<file path="src/rtl/mji_pkg.sv">
package mji_pkg;

  // Block geometry
  localparam int unsigned JOINTS        = 4;
  localparam int unsigned POSITION_BITS = 16;
  localparam int unsigned LANE_BITS     = 16;
  localparam int unsigned JIDX_W        = 2;
  localparam int unsigned POS_OUT_W     = 16;

  // Configuration port
  localparam int unsigned DUR_W     = 32;
  localparam int unsigned CFG_W     = 64;
  localparam int unsigned CFG_IDX_W = 2;
  localparam logic [DUR_W-1:0] DURATION_RESET = 32'd1000;

  typedef enum logic [CFG_IDX_W-1:0] {
    REG_DURATION = 2'd0,
    REG_START    = 2'd1,
    REG_TARGET   = 2'd2
  } cfg_reg_e;

  // Fixed-point widths
  localparam int unsigned Q_FRAC   = 16;
  localparam int unsigned BLEND_W  = Q_FRAC + 1;
  localparam int unsigned POLY_W   = 22;
  localparam logic [BLEND_W-1:0] ONE_Q16 = 17'h10000;
  localparam logic [POLY_W-1:0]  POLY_BASE = 22'd655360;
  localparam int unsigned DIV_BITS = 16;

  // Front-to-back queue
  localparam int unsigned QUEUE_DEPTH = 8;
  localparam int unsigned QPTR_W      = 3;
  localparam int unsigned QCNT_W      = 4;

  typedef struct packed {
    logic [DIV_BITS-1:0] quo;
    logic                fin;
  } div_res_t;

  typedef struct packed {
    logic [BLEND_W-1:0] blend;
    logic               finished;
  } q_entry_t;

endpackage

</file>
<file path="src/rtl/mji_queue.sv">
module mji_queue (
  input  logic              clk_i,
  input  logic              rst_ni,
  input  logic              push_i,
  input  mji_pkg::q_entry_t entry_i,
  input  logic              pop_i,
  output logic              empty_o,
  output mji_pkg::q_entry_t head_o
);

  mji_pkg::q_entry_t          mem_q [mji_pkg::QUEUE_DEPTH];
  logic [mji_pkg::QPTR_W-1:0] wr_ptr_q, rd_ptr_q;
  logic [mji_pkg::QCNT_W-1:0] cnt_q;
  logic                       full;

  assign empty_o = (cnt_q == '0);
  assign full    = (cnt_q == mji_pkg::QCNT_W'(mji_pkg::QUEUE_DEPTH));
  assign head_o  = mem_q[rd_ptr_q];

  // Advance pointers and fill count
  always_ff @(posedge clk_i or negedge rst_ni) begin
    if (!rst_ni) begin
      wr_ptr_q <= '0;
      rd_ptr_q <= '0;
      cnt_q    <= '0;
    end else begin
      if (push_i) begin
        wr_ptr_q <= wr_ptr_q + 1'b1;
      end
      if (pop_i) begin
        rd_ptr_q <= rd_ptr_q + 1'b1;
      end
      if (push_i && !pop_i) begin
        cnt_q <= cnt_q + 1'b1;
      end else if (!push_i && pop_i) begin
        cnt_q <= cnt_q - 1'b1;
      end
    end
  end

  // Store the incoming word
  always_ff @(posedge clk_i) begin
    if (push_i) begin
      mem_q[wr_ptr_q] <= entry_i;
    end
  end

  a_no_overflow: assert property (@(posedge clk_i) disable iff (!rst_ni)
    !(push_i && full))
    else $error("queue: push while full");

  a_no_underflow: assert property (@(posedge clk_i) disable iff (!rst_ni)
    !(pop_i && empty_o))
    else $error("queue: pop while empty");

endmodule

</file>
<file path="config.mk">
export PLATFORM = sky130hd
export DESIGN_NAME = mji_queue
export DESIGN_NICKNAME = d
export VERILOG_FILES = /design/src/rtl/mji_pkg.sv /design/src/rtl/mji_queue.sv
export SDC_FILE = /design/constraint.sdc
export NUM_CORES = 1
export LEC_CHECK = 0
export BUFFER_PORTS_ARGS = -buffer_cell sky130_fd_sc_hd__buf_2
export CORE_MARGIN = 4
export CORE_UTILIZATION = 40
export CTS_CLUSTER_SIZE = 16
export DETAILED_ROUTE_END_ITERATION = 6
export HOLD_SLACK_MARGIN = 0.02
export PLACE_DENSITY = 0.62
export SLEW_MARGIN = 20
export SYNTH_ARGS = -nofsm -noshare
export SYNTH_HDL_FRONTEND = slang
export SYNTH_SLANG_ARGS = --single-unit
</file>
<file path="constraint.sdc">
create_clock -name clk_i -period 2.42 [get_ports clk_i]
set_input_delay 0.242 -clock clk_i [delete_from_list [all_inputs] [get_ports clk_i]]
set_output_delay 0.242 -clock clk_i [all_outputs]
set_load 0.005 [all_outputs]
</file>
Word level (Yosys, flattened, before mapping) --
Memory sizes are Yosys's and may differ from the RTL's. Index checks and enable logic that the tools add are counted.
Word-level totals: bits in latches 0, bits in writable memories 144, memories kept 1, input bits 22, bits in registers 10, output and inout port bits 19, ROM bits 0
Memory list:
- mem_q | words 8, width 18, read ports 1, clocked after Yosys merged registers in 0, write ports 1, line mji_queue.sv:11 | mji_pkg::q_entry_t mem_q [mji_pkg::QUEUE_DEPTH];
Operators by class: eq/ne operators 0, reduce and logical (&&, ||, !) cells 6, bitwise operators 0, div/mod/pow operators 0, $add $sub $neg 4, mux-type cells 4, $lt $le $gt $ge 0, shifts and indexed selects 0, $mul 0
Operator list (count):
- 4-bit two-way mux | 2
- 3-bit by 1-bit adder with 3-bit output (second input constant) | 2
- 4-bit by 1-bit adder with 4-bit output (second input constant) | 1
- 4-bit zero test | 1
- 4-bit by 1-bit subtractor with 4-bit output (second input constant) | 1
- 1-bit logical AND | 2
- 1-bit zero test | 2
- 1-bit two-way mux | 2
- 2-bit nonzero test | 1

Depth between registers and ports, before layout --
Gate-level depths: netlist of run 1.
depth after elaboration 4, depth in mapped cells 7, mapped depth without buffers 7

Worst setup path before layout of run 1 --
Ideal clock, no wire load.
kind reg2reg, start register wr_ptr_q[1] (netlist name), end memory mem_q[0][0] (netlist name), enable pin, arrival time 1842 ps, setup slack 163 ps, setup time 416 ps, buffers on the path 0, cell stages (with the launch flop) 3, cell sequence dfrtp_1 > nand2b_1 > nor3_1
RTL lines:
- start: declaration | line mji_queue.sv:12 | logic [mji_pkg::QPTR_W-1:0] wr_ptr_q, rd_ptr_q;
- start signal: assignment | line mji_queue.sv:28 | wr_ptr_q <= wr_ptr_q + 1'b1;
- end: declaration | line mji_queue.sv:11
Straight into the memory's write port.

==> results of run 1 <==
registers in the layout, summed over array words and instances (netlist names):
signal and count:
cnt_q 4, mem_q 144, rd_ptr_q 3, wr_ptr_q 3
logic make-up (layout without fill, tap and decap cells):
family / count (synthesis) / count (layout) / share of synthesized area
buffers and inverters: 13 / 94 / 0.0133
muxes: 58 / 58 / 0.189
and+or+nand+nor: 24 / 24 / 0.0191
xor gates and xnor gates: 6 / 6 / 0.00861
adders and majority gates: 6 / 6 / 0.0135
AOI/OAI and AO/OA: 6 / 6 / 0.00676
DFF: 154 / 154 / 0.749
cell usage in the layout (no fill, tap or decap), types with 3 or more instances in the layout:
cell,instances
sky130_fd_sc_hd__edfxtp_1,144
sky130_fd_sc_hd__buf_2,40
sky130_fd_sc_hd__mux4_1,24
sky130_fd_sc_hd__mux2_2,21
sky130_fd_sc_hd__buf_4,18
sky130_fd_sc_hd__clkbuf_16,17
sky130_fd_sc_hd__mux4_2,12
sky130_fd_sc_hd__dfrtp_1,9
sky130_fd_sc_hd__nand2_1,6
sky130_fd_sc_hd__nor2_2,5
sky130_fd_sc_hd__ha_1,5
sky130_fd_sc_hd__xnor2_1,4
sky130_fd_sc_hd__clkinvlp_4,4
sky130_fd_sc_hd__nand2b_1,3
sky130_fd_sc_hd__buf_12,3
Yosys cell counts, drive strengths merged, types with 2 or more instances:
master and count:
o211ai 2, buf 7, nor3 3, a21oi 2, dfrtp 10, nor2 6, clkbuf 4, nand2b 3
nand3 2, edfxtp 144, mux2 21, mux4 36, inv 2, xor2 2, ha 5, nand2 6
xnor2 4
how the worst min path moves through the flow:
| stage | startpoint | end | slack (ns) | cells past startpoint |
|---|---|---|---|---|
| final | pop_i | rd_ptr_q[0] | 0.05 | 2 |
| after global routing | pop_i | rd_ptr_q[0] | 0.07 | 2 |
| after CTS | pop_i | rd_ptr_q[0] | 0.04 | 2 |
| after detailed placement | rst_ni | cnt_q[3] | 0.12 | 1 |
| after global placement | rst_ni | cnt_q[2] | 0.11 | 1 |
| after floorplan | rst_ni | cnt_q[0] | -0.05 | 0 |
power breakdown:
group | switching [mW] | internal [mW] | total, mW | leakage, nW
logic | 1.14 | 1.35 | 2.49 | 0.831
clock network | 0.984 | 1.49 | 2.48 | 0.258
registers | 0.212 | 3.37 | 3.59 | 1.43
total | 2.33 | 6.22 | 8.55 | 2.51
routing by layer:
metal  vias up  GRT usage
met5         -          0
met3         7     0.0401
met4         0     0.0438
li1       1275          -
met2        52      0.219
met1      1490      0.173
area by class of cell:
type / count / area [um^2]
inverters: 2 / 7.51
flip-flops and latches: 154 / 4580
clock inverters: 12 / 129
clock buffers: 17 / 425
repair buffers: 63 / 433
well taps: 184 / 230
fillers: 1238 / 7490
multi-input cells: 100 / 1460
timing repair:
item,in CTS,in global routing
hold buffers,1,0
endpoints found under the hold margin,10,0
endpoints found under the setup margin,1,9
cloned,1,0
setup buffers,0,1
gates resized for setup,1,2
==> load_flow_metrics.sql, run 1 <==
INSERT INTO impl_metrics (metric_group, metric, value, unit) VALUES
('yosys', 'synth_flop_cell', 'sky130_fd_sc_hd__edfxtp_1', ''),
('worst_setup_path', 'worstPathCellList', 'buf_12, mux4_1, mux2_2, buf_2', ''),
('global_route', 'grt_max_degree', '37', ''),
('yosys', 'yosysTopAreaCell', 'sky130_fd_sc_hd__edfxtp_1', ''),
('place', 'detailed_place_hpwl', '6460', 'um'),
('place', 'globalplace.congestion', '0.706', ''),
('power', 'report.power.total', '8.55', 'mW'),
('floorplan', 'die_h', '132', 'um'),
('clock_network', 'tritoncts_clock_tree', 'done', ''),
('worst_setup_path', 'cp_data_required_time', '2.18', 'ns'),
('sta', 'setup-tns-final', '0', 'ns'),
('yosys', 'post_synth_inst_count', '267', ''),
('sta', 'unrepaired_setup_endpoints_after_global_routing', 'true', ''),
('sta', 'worst_pin_slew', '0.409', 'ns'),
('detailed_routing', 'ant_nets', '0', ''),
('cells_and_area', 'final_layout_size_suffix_gt1_frac', '0.374', ''),
('sta', 'setup_viol', '0', ''),
('worst_setup_path', 'setup.worst_path.start', 'rd_ptr_q[0]', ''),
('clock_network', 'clk_pin_slew', '0.06', 'ns'),
('floorplan', 'initial_utilization', '0.414', ''),
('outcome', 'outcome', 'complete, no violations', ''),
('clock_network', 'clock_insertion_delay_worst_skew', '0.41', 'ns'),
('global_route', 'antenna_found_initial', '0', ''),
('detailed_routing', 'routed_met2_length', '5610', 'um'),
('yosys', 'synth_async_sr_flop_share', '0.0649', ''),
('sta', 'hold_ws', '0.0471', 'ns'),
('worst_setup_path', 'cp_slowest_stage_delay', '0.58', 'ns'),
('place', 'dpl.cell_count', '500', ''),
('worst_setup_path', 'worst_setup_path_end_kind', 'output port', ''),
('global_route', 'first_global_vias', '3040', ''),
('power', 'p_leak', '2.51', 'nW'),
('worst_setup_path', 'cp.depth', '4', ''),
('sta', 'final_min_period_over_clock_period', '0.988', ''),
('yosys', 'synth.avg_cell_area', '22.9', 'um^2'),
('power', 'max-vdd-ir-drop', '0.571', 'mV'),
('clock_network', 'clk_path_buf_depth', '2', ''),
('sta', 'finalCriticalPeriod', '2.39', 'ns'),
('yosys', 'yosys_register_bits', '154', ''),
('worst_setup_path', 'rr_startpoint', 'cnt_q[2]', ''),
('worst_setup_path', 'timing.critical_path.max_delay_family', 'multiplexers', ''),
('cells_and_area', 'areaGrowthSynthToFinish', '19.0', '%'),
('detailed_routing', 'vias_per_cell', '5.31', ''),
('cells_and_area', 'fin_util', '0.492', ''),
('global_route', 'grt_usage', '0.134', ''),
('global_route', 'grt_first_pass_wirelength', '17400', 'um'),
('detailed_routing', 'route.layer.met1.wl', '4740', 'um'),
('place', 'portBuffers', '40', ''),
('power', 'pwr_density_cell', '1180', 'nW/um^2'),
('sta', 'maxClockFrequency', '418', 'MHz'),
('min_path', 'worst_hold_path_type', 'in2reg', ''),
('detailed_routing', 'drc', '0', ''),
('detailed_routing', 'drt_pre_antenna_iters', '4', ''),
('job', 'cap_violations', '0', ''),
('clock_network', 'cts.htree.levels', '4', ''),
('yosys', 'area_of_the_mapped_netlist', '6100', 'um^2'),
('yosys', 'netlist_top_cells_area', 'sky130_fd_sc_hd__edfxtp_1, sky130_fd_sc_hd__mux4_1, sky130_fd_sc_hd__dfrtp_1', ''),
('yosys', 'post-synth-top-area-fraction', '0.708', ''),
('place', 'post_placement_worst_setup_slack', '0.428', 'ns'),
('worst_setup_path', 'critPathLaunchType', 'flip-flop', ''),
('floorplan', 'placementRows', '44', ''),
('place', 'postPlaceCellArea', '6670', 'um^2'),
('detailed_routing', 'drt_iter0_markers', '166', ''),
('detailed_routing', 'top_layer_used', 'met4', ''),
('yosys', 'synth_cell_types', '28', ''),
('sta', 'endpoints_failing_hold', '0', ''),
('worst_setup_path', 'critPathMaxFanout', '18', ''),
('yosys', 'yosys_warnings', '0', ''),
('worst_setup_path', 'critPathBufInv', '2', ''),
('detailed_routing', 'detailroute.via_count', '2824', ''),
('clock_network', 'cts_inserted_buffers', '17', ''),
('worst_setup_path', 'reg2regPathDepth', '4', '');
No activity file was read; power rests on OpenSTA's default activity.
==> run 2, diff against run 1 <==
MAX_ROUTING_LAYER = met4   (was default)
==> run 2 against run 1 <==
  * Utilization barely moved
  * Die area is the same
  * Cell count stayed put
  * Power hardly changed
  * Routed wire length fell by 0.10%
  * Clock skew shrank 0.0067 ns
  * Non-clock buffer count did not move
  * Sequential cell count is the same
  * Largest power group unchanged
==> load_flow_metrics.sql, run 2 (same netlist as run 1, synthesis figures left out) <==
INSERT INTO impl_metrics (metric_group, metric, value, unit) VALUES
('place', 'postPlaceCellArea', '6670', 'um^2'),
('clock_network', 'clk_pin_slew', '0.06', 'ns'),
('detailed_routing', 'routed_wire_length', '10900', 'um'),
('cells_and_area', 'final_cell_area', '7270', 'um^2'),
('sta', 'finalCriticalPeriod', '2.39', 'ns'),
('worst_setup_path', 'worst_setup_path_end_kind', 'output port', ''),
('sta', 'maxClockFrequency', '418', 'MHz'),
('worst_setup_path', 'worstPathCellList', 'buf_12, mux4_1, mux2_2, buf_2', ''),
('clock_network', 'clk_root_buffer_cell', 'sky130_fd_sc_hd__clkbuf_16', ''),
('power', 'report.power.total', '8.55', 'mW'),
('detailed_routing', 'detailroute.via_count', '2830', ''),
('detailed_routing', 'drt_iter0_markers', '151', ''),
('job', 'cap_violations', '0', ''),
('place', 'globalplace.congestion', '0.714', ''),
('global_route', 'global_route.overflow_total', '0', ''),
('floorplan', 'placementRows', '44', ''),
('detailed_routing', 'routedWlPerCell', '20.4', 'um'),
('min_path', 'worst_hold_path_type', 'in2reg', ''),
('global_route', 'antenna_found_initial', '0', ''),
('sta', 'drv_slew', '0', ''),
('floorplan', 'floorplan.io_pins', '41', ''),
('cells_and_area', 'areaGrowthSynthToFinish', '19.1', '%'),
('cells_and_area', 'biggestRegsByFlops', 'mem_q: 144 flops, cnt_q: 4 flops', ''),
('cells_and_area', 'final_layout_size_suffix_gt1_frac', '0.371', ''),
('cells_and_area', 'largest_register_ff_count', '144', ''),
('clock_network', 'cts_inserted_buffers', '17', ''),
('power', 'pwr_density_cell', '1180', 'nW/um^2'),
('cells_and_area', 'design.final.nets', '366', ''),
('place', 'post_placement_worst_setup_slack', '0.428', 'ns'),
('sta', 'setup_viol', '0', ''),
('sta', 'worst_pin_slew', '0.418', 'ns'),
('floorplan', 'dieWidth', '132', 'um'),
('worst_setup_path', 'setup.worst_path.start', 'rd_ptr_q[0]', ''),
('detailed_routing', 'vias_per_cell', '5.32', ''),
('outcome', 'outcome', 'complete, no violations', ''),
('worst_setup_path', 'cp_slowest_stage_delay', '0.58', 'ns'),
('sta', 'max_slew_margin', '0.721', ''),
('worst_setup_path', 'critPathLaunchType', 'flip-flop', ''),
('clock_network', 'cts.sinks', '154', ''),
('global_route', 'grt_first_pass_wirelength', '17400', 'um'),
('clock_network', 'clock_insertion_delay_worst_skew', '0.41', 'ns'),
('cells_and_area', 'post_layout_nonfiller_instances', '532', ''),
('power', 'p_leak', '2.52', 'nW'),
('cells_and_area', 'n_antenna_cell', '0', ''),
('clock_network', 'clk_path_buf_depth', '2', ''),
('floorplan', 'initial_utilization', '0.414', ''),
('worst_setup_path', 'critical_path.slowest_cell', 'sky130_fd_sc_hd__mux4_1', ''),
('cells_and_area', 'top_register', 'mem_q', ''),
('global_route', 'grt_usage', '0.138', ''),
('global_route', 'first_global_vias', '3033', ''),
('detailed_routing', 'drc', '0', ''),
('cells_and_area', 'mostFrequentLayoutCell', 'sky130_fd_sc_hd__edfxtp_1', ''),
('place', 'portBuffers', '40', ''),
('sta', 'setup-tns-final', '0', 'ns'),
('cells_and_area', 'final_layout_fill_cell_count', '1238', ''),
('place', 'dpl.cell_count', '500', ''),
('cells_and_area', 'mostFrequentLayoutCells', 'sky130_fd_sc_hd__edfxtp_1, sky130_fd_sc_hd__buf_2, sky130_fd_sc_hd__mux4_1', ''),
('worst_setup_path', 'cp_data_required_time', '2.18', 'ns'),
('cells_and_area', 'fin_util', '0.493', ''),
('min_path', 'hold_path_startpoint', 'pop_i', ''),
('worst_setup_path', 'critPathMaxFanout', '18', ''),
('detailed_routing', 'drt_pre_antenna_iters', '4', ''),
('clock_network', 'cts.htree.levels', '4', ''),
('sta', 'worst_slack', '0.0296', 'ns'),
('sta', 'final_min_period_over_clock_period', '0.988', ''),
('worst_setup_path', 'timing.critical_path.arrival', '2.15', 'ns'),
('sta', 'unrepaired_setup_endpoints_after_global_routing', 'true', ''),
('place', 'detailed_place_hpwl', '6460', 'um'),
('sta', 'fin_skew', '0.00655', 'ns'),
('worst_setup_path', 'rr_startpoint', 'cnt_q[2]', ''),
('global_route', 'grt_max_degree', '37', ''),
('sta', 'endpoints_failing_hold', '0', ''),
('floorplan', 'core_area', '14800', 'um^2'),
('floorplan', 'die_h', '132', 'um'),
('power', 'max-vdd-ir-drop', '0.574', 'mV'),
('detailed_routing', 'ant_nets', '0', ''),
('worst_setup_path', 'setup.reg_to_reg.worst_slack', '0.80', 'ns'),
('clock_network', 'tritoncts_clock_tree', 'done', ''),
('floorplan', 'design.die.area', '17300', 'um^2'),
('worst_setup_path', 'worstSetupPathType', 'reg2out', ''),
('sta', 'hold_ws', '0.0491', 'ns');
==> run 2: timing repair <==
action,CTS,global route
endpoints found under the hold margin,10,0
hold buffers,1,0
setup endpoints to repair,1,9
gates cloned,1,0
buffers inserted,0,1
resized for setup,1,1
==> run 2: final timing paths <==
path,end,cells after the start
max in group asynchronous,rd_ptr_q[0],2
hold reg to reg,cnt_q[2],2
min in group asynchronous,rd_ptr_q[1],2
hold / removal,rd_ptr_q[0],2
setup reg to reg,cnt_q[3],4
setup / recovery,head_o[0],4
==> run 2: report_power, final <==
group	internal [mW]	switching (mW)	total [mW]
registers	3.37	0.211	3.58
clock network	1.49	0.984	2.48
logic	1.35	1.14	2.49
==> run 2: layout make-up <==
type | count | area, um^2 | share of cell area
flip-flops and latches | 154 | 4580 | 0.630
well taps | 184 | 230 | 0.0317
clock inverters | 12 | 129 | 0.0177
multi-input cells | 100 | 1470 | 0.202
clock buffers | 17 | 425 | 0.0585
inverters | 2 | 7.51 | 0.00103
repair buffers | 63 | 433 | 0.0596
==> run 2: critical path, delay by kind of cell, from the launching register on <==
| family | cells | cell delay (ns) |
|---|---|---|
| DFF | 1 | 0.48 |
| muxes | 2 | 0.88 |
| buffers and inverters | 2 | 0.35 |
==> run 2: layer usage <==
| metal | GRT usage | part of all wire | up-vias |
|---|---|---|---|
| met4 | 0.0438 | 0.0096 | 0 |
| met3 | 0.0390 | 0.032 | 9 |
| met2 | 0.218 | 0.51 | 50 |
| li1 | - | - | 1279 |
| met5 | - | 0 | - |
| met1 | 0.174 | 0.44 | 1492 |
==> run 3, diff against run 2 <==
CORE_UTILIZATION = 45   (was 40)
PLACE_DENSITY = 0.68   (was 0.62)
clock period = 2.1 ns   (was 2.42 ns; I/O delays follow)
==> run 3 against run 2 <==
  * The run now ends with negative setup slack left
  * Sequential share of layout area decreased by 0.76 points
  * Routed wire length is 4.6% higher
  * Worst hold slack improved by 0.014 ns
  * Critical path type unchanged
  * Critical endpoint is now head_o[1]
==> load_flow_metrics.sql, run 3 (same netlist as run 1, synthesis figures left out) <==
INSERT INTO impl_metrics (metric_group, metric, value, unit) VALUES
('power', 'netSwitchingFraction', '0.264', ''),
('detailed_routing', 'vias_per_cell', '5.37', ''),
('worst_setup_path', 'critical_path.slowest_cell', 'sky130_fd_sc_hd__mux4_1', ''),
('worst_setup_path', 'setup.worst_path.start', 'rd_ptr_q[0]', ''),
('worst_setup_path', 'rr_startpoint', 'cnt_q[2]', ''),
('floorplan', 'dieWidth', '124', 'um'),
('floorplan', 'core_area', '13200', 'um^2'),
('power', 'p_leak', '2.57', 'nW'),
('worst_setup_path', 'worstPathCellList', 'buf_12, clkbuf_16, mux4_1, mux2_2, buf_2', ''),
('floorplan', 'die_h', '124', 'um'),
('clock_network', 'clk_pin_slew', '0.06', 'ns'),
('global_route', 'grt_first_pass_wirelength', '17500', 'um'),
('floorplan', 'initial_utilization', '0.461', ''),
('floorplan', 'placementRows', '42', ''),
('min_path', 'hold_path_startpoint', 'entry_i[8]', ''),
('detailed_routing', 'drc', '0', ''),
('cells_and_area', 'largest_register_ff_count', '144', ''),
('detailed_routing', 'detailroute.via_count', '2852', ''),
('place', 'detailed_place_hpwl', '6510', 'um'),
('global_route', 'antenna_found_initial', '0', ''),
('detailed_routing', 'drt_iter0_markers', '235', ''),
('cells_and_area', 'n_antenna_cell', '0', ''),
('sta', 'maxClockFrequency', '441', 'MHz'),
('worst_setup_path', 'critPathBufInv', '3', ''),
('cells_and_area', 'final_layout_size_suffix_gt1_frac', '0.400', ''),
('cells_and_area', 'multiInputGateArea', '1440', 'um^2'),
('power', 'pwr_density_cell', '1400', 'nW/um^2'),
('sta', 'fin_skew', '0.00723', 'ns'),
('sta', 'max_slew_margin', '0.704', ''),
('worst_setup_path', 'worstSetupPathType', 'reg2out', ''),
('clock_network', 'clk_path_buf_depth', '2', ''),
('power', 'switchingPower', '2.72', 'mW'),
('sta', 'final_min_period_over_clock_period', '1.08', ''),
('global_route', 'first_global_vias', '2999', ''),
('global_route', 'global_route.overflow_total', '0', ''),
('detailed_routing', 'drt_pre_antenna_iters', '4', ''),
('cells_and_area', 'top_register', 'mem_q', ''),
('cells_and_area', 'mostFrequentLayoutCell', 'sky130_fd_sc_hd__edfxtp_1', ''),
('worst_setup_path', 'timing.critical_path.arrival', '2.06', 'ns'),
('place', 'globalplace.congestion', '0.720', ''),
('cells_and_area', 'mostFrequentLayoutCells', 'sky130_fd_sc_hd__edfxtp_1, sky130_fd_sc_hd__buf_2, sky130_fd_sc_hd__mux4_2', ''),
('worst_setup_path', 'critPathMaxFanout', '6', ''),
('sta', 'endpoints_failing_hold', '0', ''),
('worst_setup_path', 'timing.critical_path.max_delay_family', 'multiplexers', ''),
('worst_setup_path', 'critPathLaunchType', 'flip-flop', ''),
('detailed_routing', 'routed_wire_length', '11400', 'um'),
('clock_network', 'clk_root_buffer_cell', 'sky130_fd_sc_hd__clkbuf_16', ''),
('worst_setup_path', 'worst_setup_path_end_kind', 'output port', ''),
('power', 'power_frac_clock', '0.291', ''),
('sta', 'setup_viol', '18', ''),
('global_route', 'grt_max_degree', '25', ''),
('clock_network', 'cts_inserted_buffers', '17', ''),
('cells_and_area', 'seqCellArea', '4580', 'um^2'),
('detailed_routing', 'routedWlPerCell', '21.4', 'um'),
('sta', 'worst_slack', '-0.167', 'ns'),
('worst_setup_path', 'cp_data_required_time', '1.89', 'ns'),
('outcome', 'outcome', 'finished, violations left', ''),
('sta', 'unrepaired_setup_endpoints_after_global_routing', 'true', ''),
('cells_and_area', 'final_layout_fill_cell_count', '1028', ''),
('power', 'share_comb_of_total_power', '0.312', ''),
('sta', 'hold_ws', '0.0634', 'ns'),
('clock_network', 'cts.htree.levels', '4', ''),
('cells_and_area', 'areaGrowthSynthToFinish', '20.5', '%'),
('job', 'cap_violations', '0', ''),
('power', 'p_int', '7.59', 'mW'),
('cells_and_area', 'final_cell_area', '7360', 'um^2'),
('global_route', 'grt_usage', '0.157', ''),
('clock_network', 'tritoncts_clock_tree', 'done', ''),
('place', 'portBuffers', '40', ''),
('cells_and_area', 'design.final.nets', '370', ''),
('cells_and_area', 'biggestRegsByFlops', 'mem_q: 144 flops, cnt_q: 4 flops', ''),
('sta', 'drv_slew', '0', ''),
('floorplan', 'floorplan.io_pins', '41', ''),
('clock_network', 'cts.sinks', '154', ''),
('clock_network', 'clock_insertion_delay_worst_skew', '0.41', 'ns'),
('power', 'max-vdd-ir-drop', '0.680', 'mV'),
('place', 'postPlaceCellArea', '6650', 'um^2'),
('power', 'sequentialPowerShare', '0.398', ''),
('worst_setup_path', 'cp_slowest_stage_delay', '0.56', 'ns'),
('outcome', 'violations', 'negative setup slack', ''),
('floorplan', 'design.die.area', '15500', 'um^2'),
('sta', 'worst_pin_slew', '0.442', 'ns'),
('sta', 'finalCriticalPeriod', '2.27', 'ns'),
('detailed_routing', 'ant_nets', '0', ''),
('min_path', 'worst_hold_path_type', 'in2reg', '');
[run 3: worst reg2reg max path, cell delays in order (launching register included)]
cell                       delay, ns
sky130_fd_sc_hd__dfrtp_1        0.41
sky130_fd_sc_hd__ha_1           0.38
sky130_fd_sc_hd__or4_1          0.48
sky130_fd_sc_hd__o211ai_1       0.10
sky130_fd_sc_hd__o211ai_1       0.09
[run 3: timing repair]
| item | 4_1_cts | 5_1_grt |
|---|---|---|
| setup endpoints to repair | 18 | 19 |
| hold endpoints to repair | 11 | 0 |
| buffers inserted | 0 | 1 |
| gates resized for setup | 4 | 20 |
| cloned | 0 | 3 |
| hold buffers | 2 | 0 |
[run 3: stage by stage]
step,TNS [ns],power (mW),utilization,cells,setup slack (ns)
global route,-3.39,10.9,0.555,531,-0.224
global placement,0,6.91,0.502,493,0.242
floorplan,0,5.99,-,267,0.306
detailed placement,0,6.97,0.502,493,0.147
finish,-1.98,10.3,0.555,531,-0.167
CTS,-2.54,10.1,0.549,527,-0.169
[run 3: area by class of cell]
cell class                      count  share of cell area
Timing Repair Buffer               67              0.0706
Tap cell                          176              0.0299
Inverter                            2             0.00102
Clock inverter                      7              0.0124
Multi-Input combinational cell    100               0.195
Clock buffer                       25              0.0687
Sequential cell                   154               0.622
[run 3: path summary, 6_finish.rpt]
path / cells after the start / slack, ns / end
setup / recovery: 5 / -0.17 / head_o[1]
hold / removal: 1 / 0.06 / mem_q[1][8]
setup reg to reg: 4 / 0.52 / cnt_q[3]
hold reg to reg: 2 / 0.56 / cnt_q[2]
max in group asynchronous: 2 / 1.70 / rd_ptr_q[0]
min in group asynchronous: 2 / 0.19 / rd_ptr_q[0]
[run 3: power groups by stage]
stage	clock [mW]	sequential (mW)	combinational, mW
3_3_place_gp	0	4.11	2.80
3_5_place_dp	0	4.14	2.83
6_report	3.00	4.10	3.21
5_1_grt	3.23	4.14	3.49
2_1_floorplan	0	4.08	1.90
4_1_cts	3.07	4.10	2.90
[run 3: per-layer routing]
layer | share of wire | track usage
met3 | 0.036 | 0.0476
met5 | 0 | -
met1 | 0.42 | 0.194
met2 | 0.54 | 0.251
met4 | 0.0076 | 0.0464
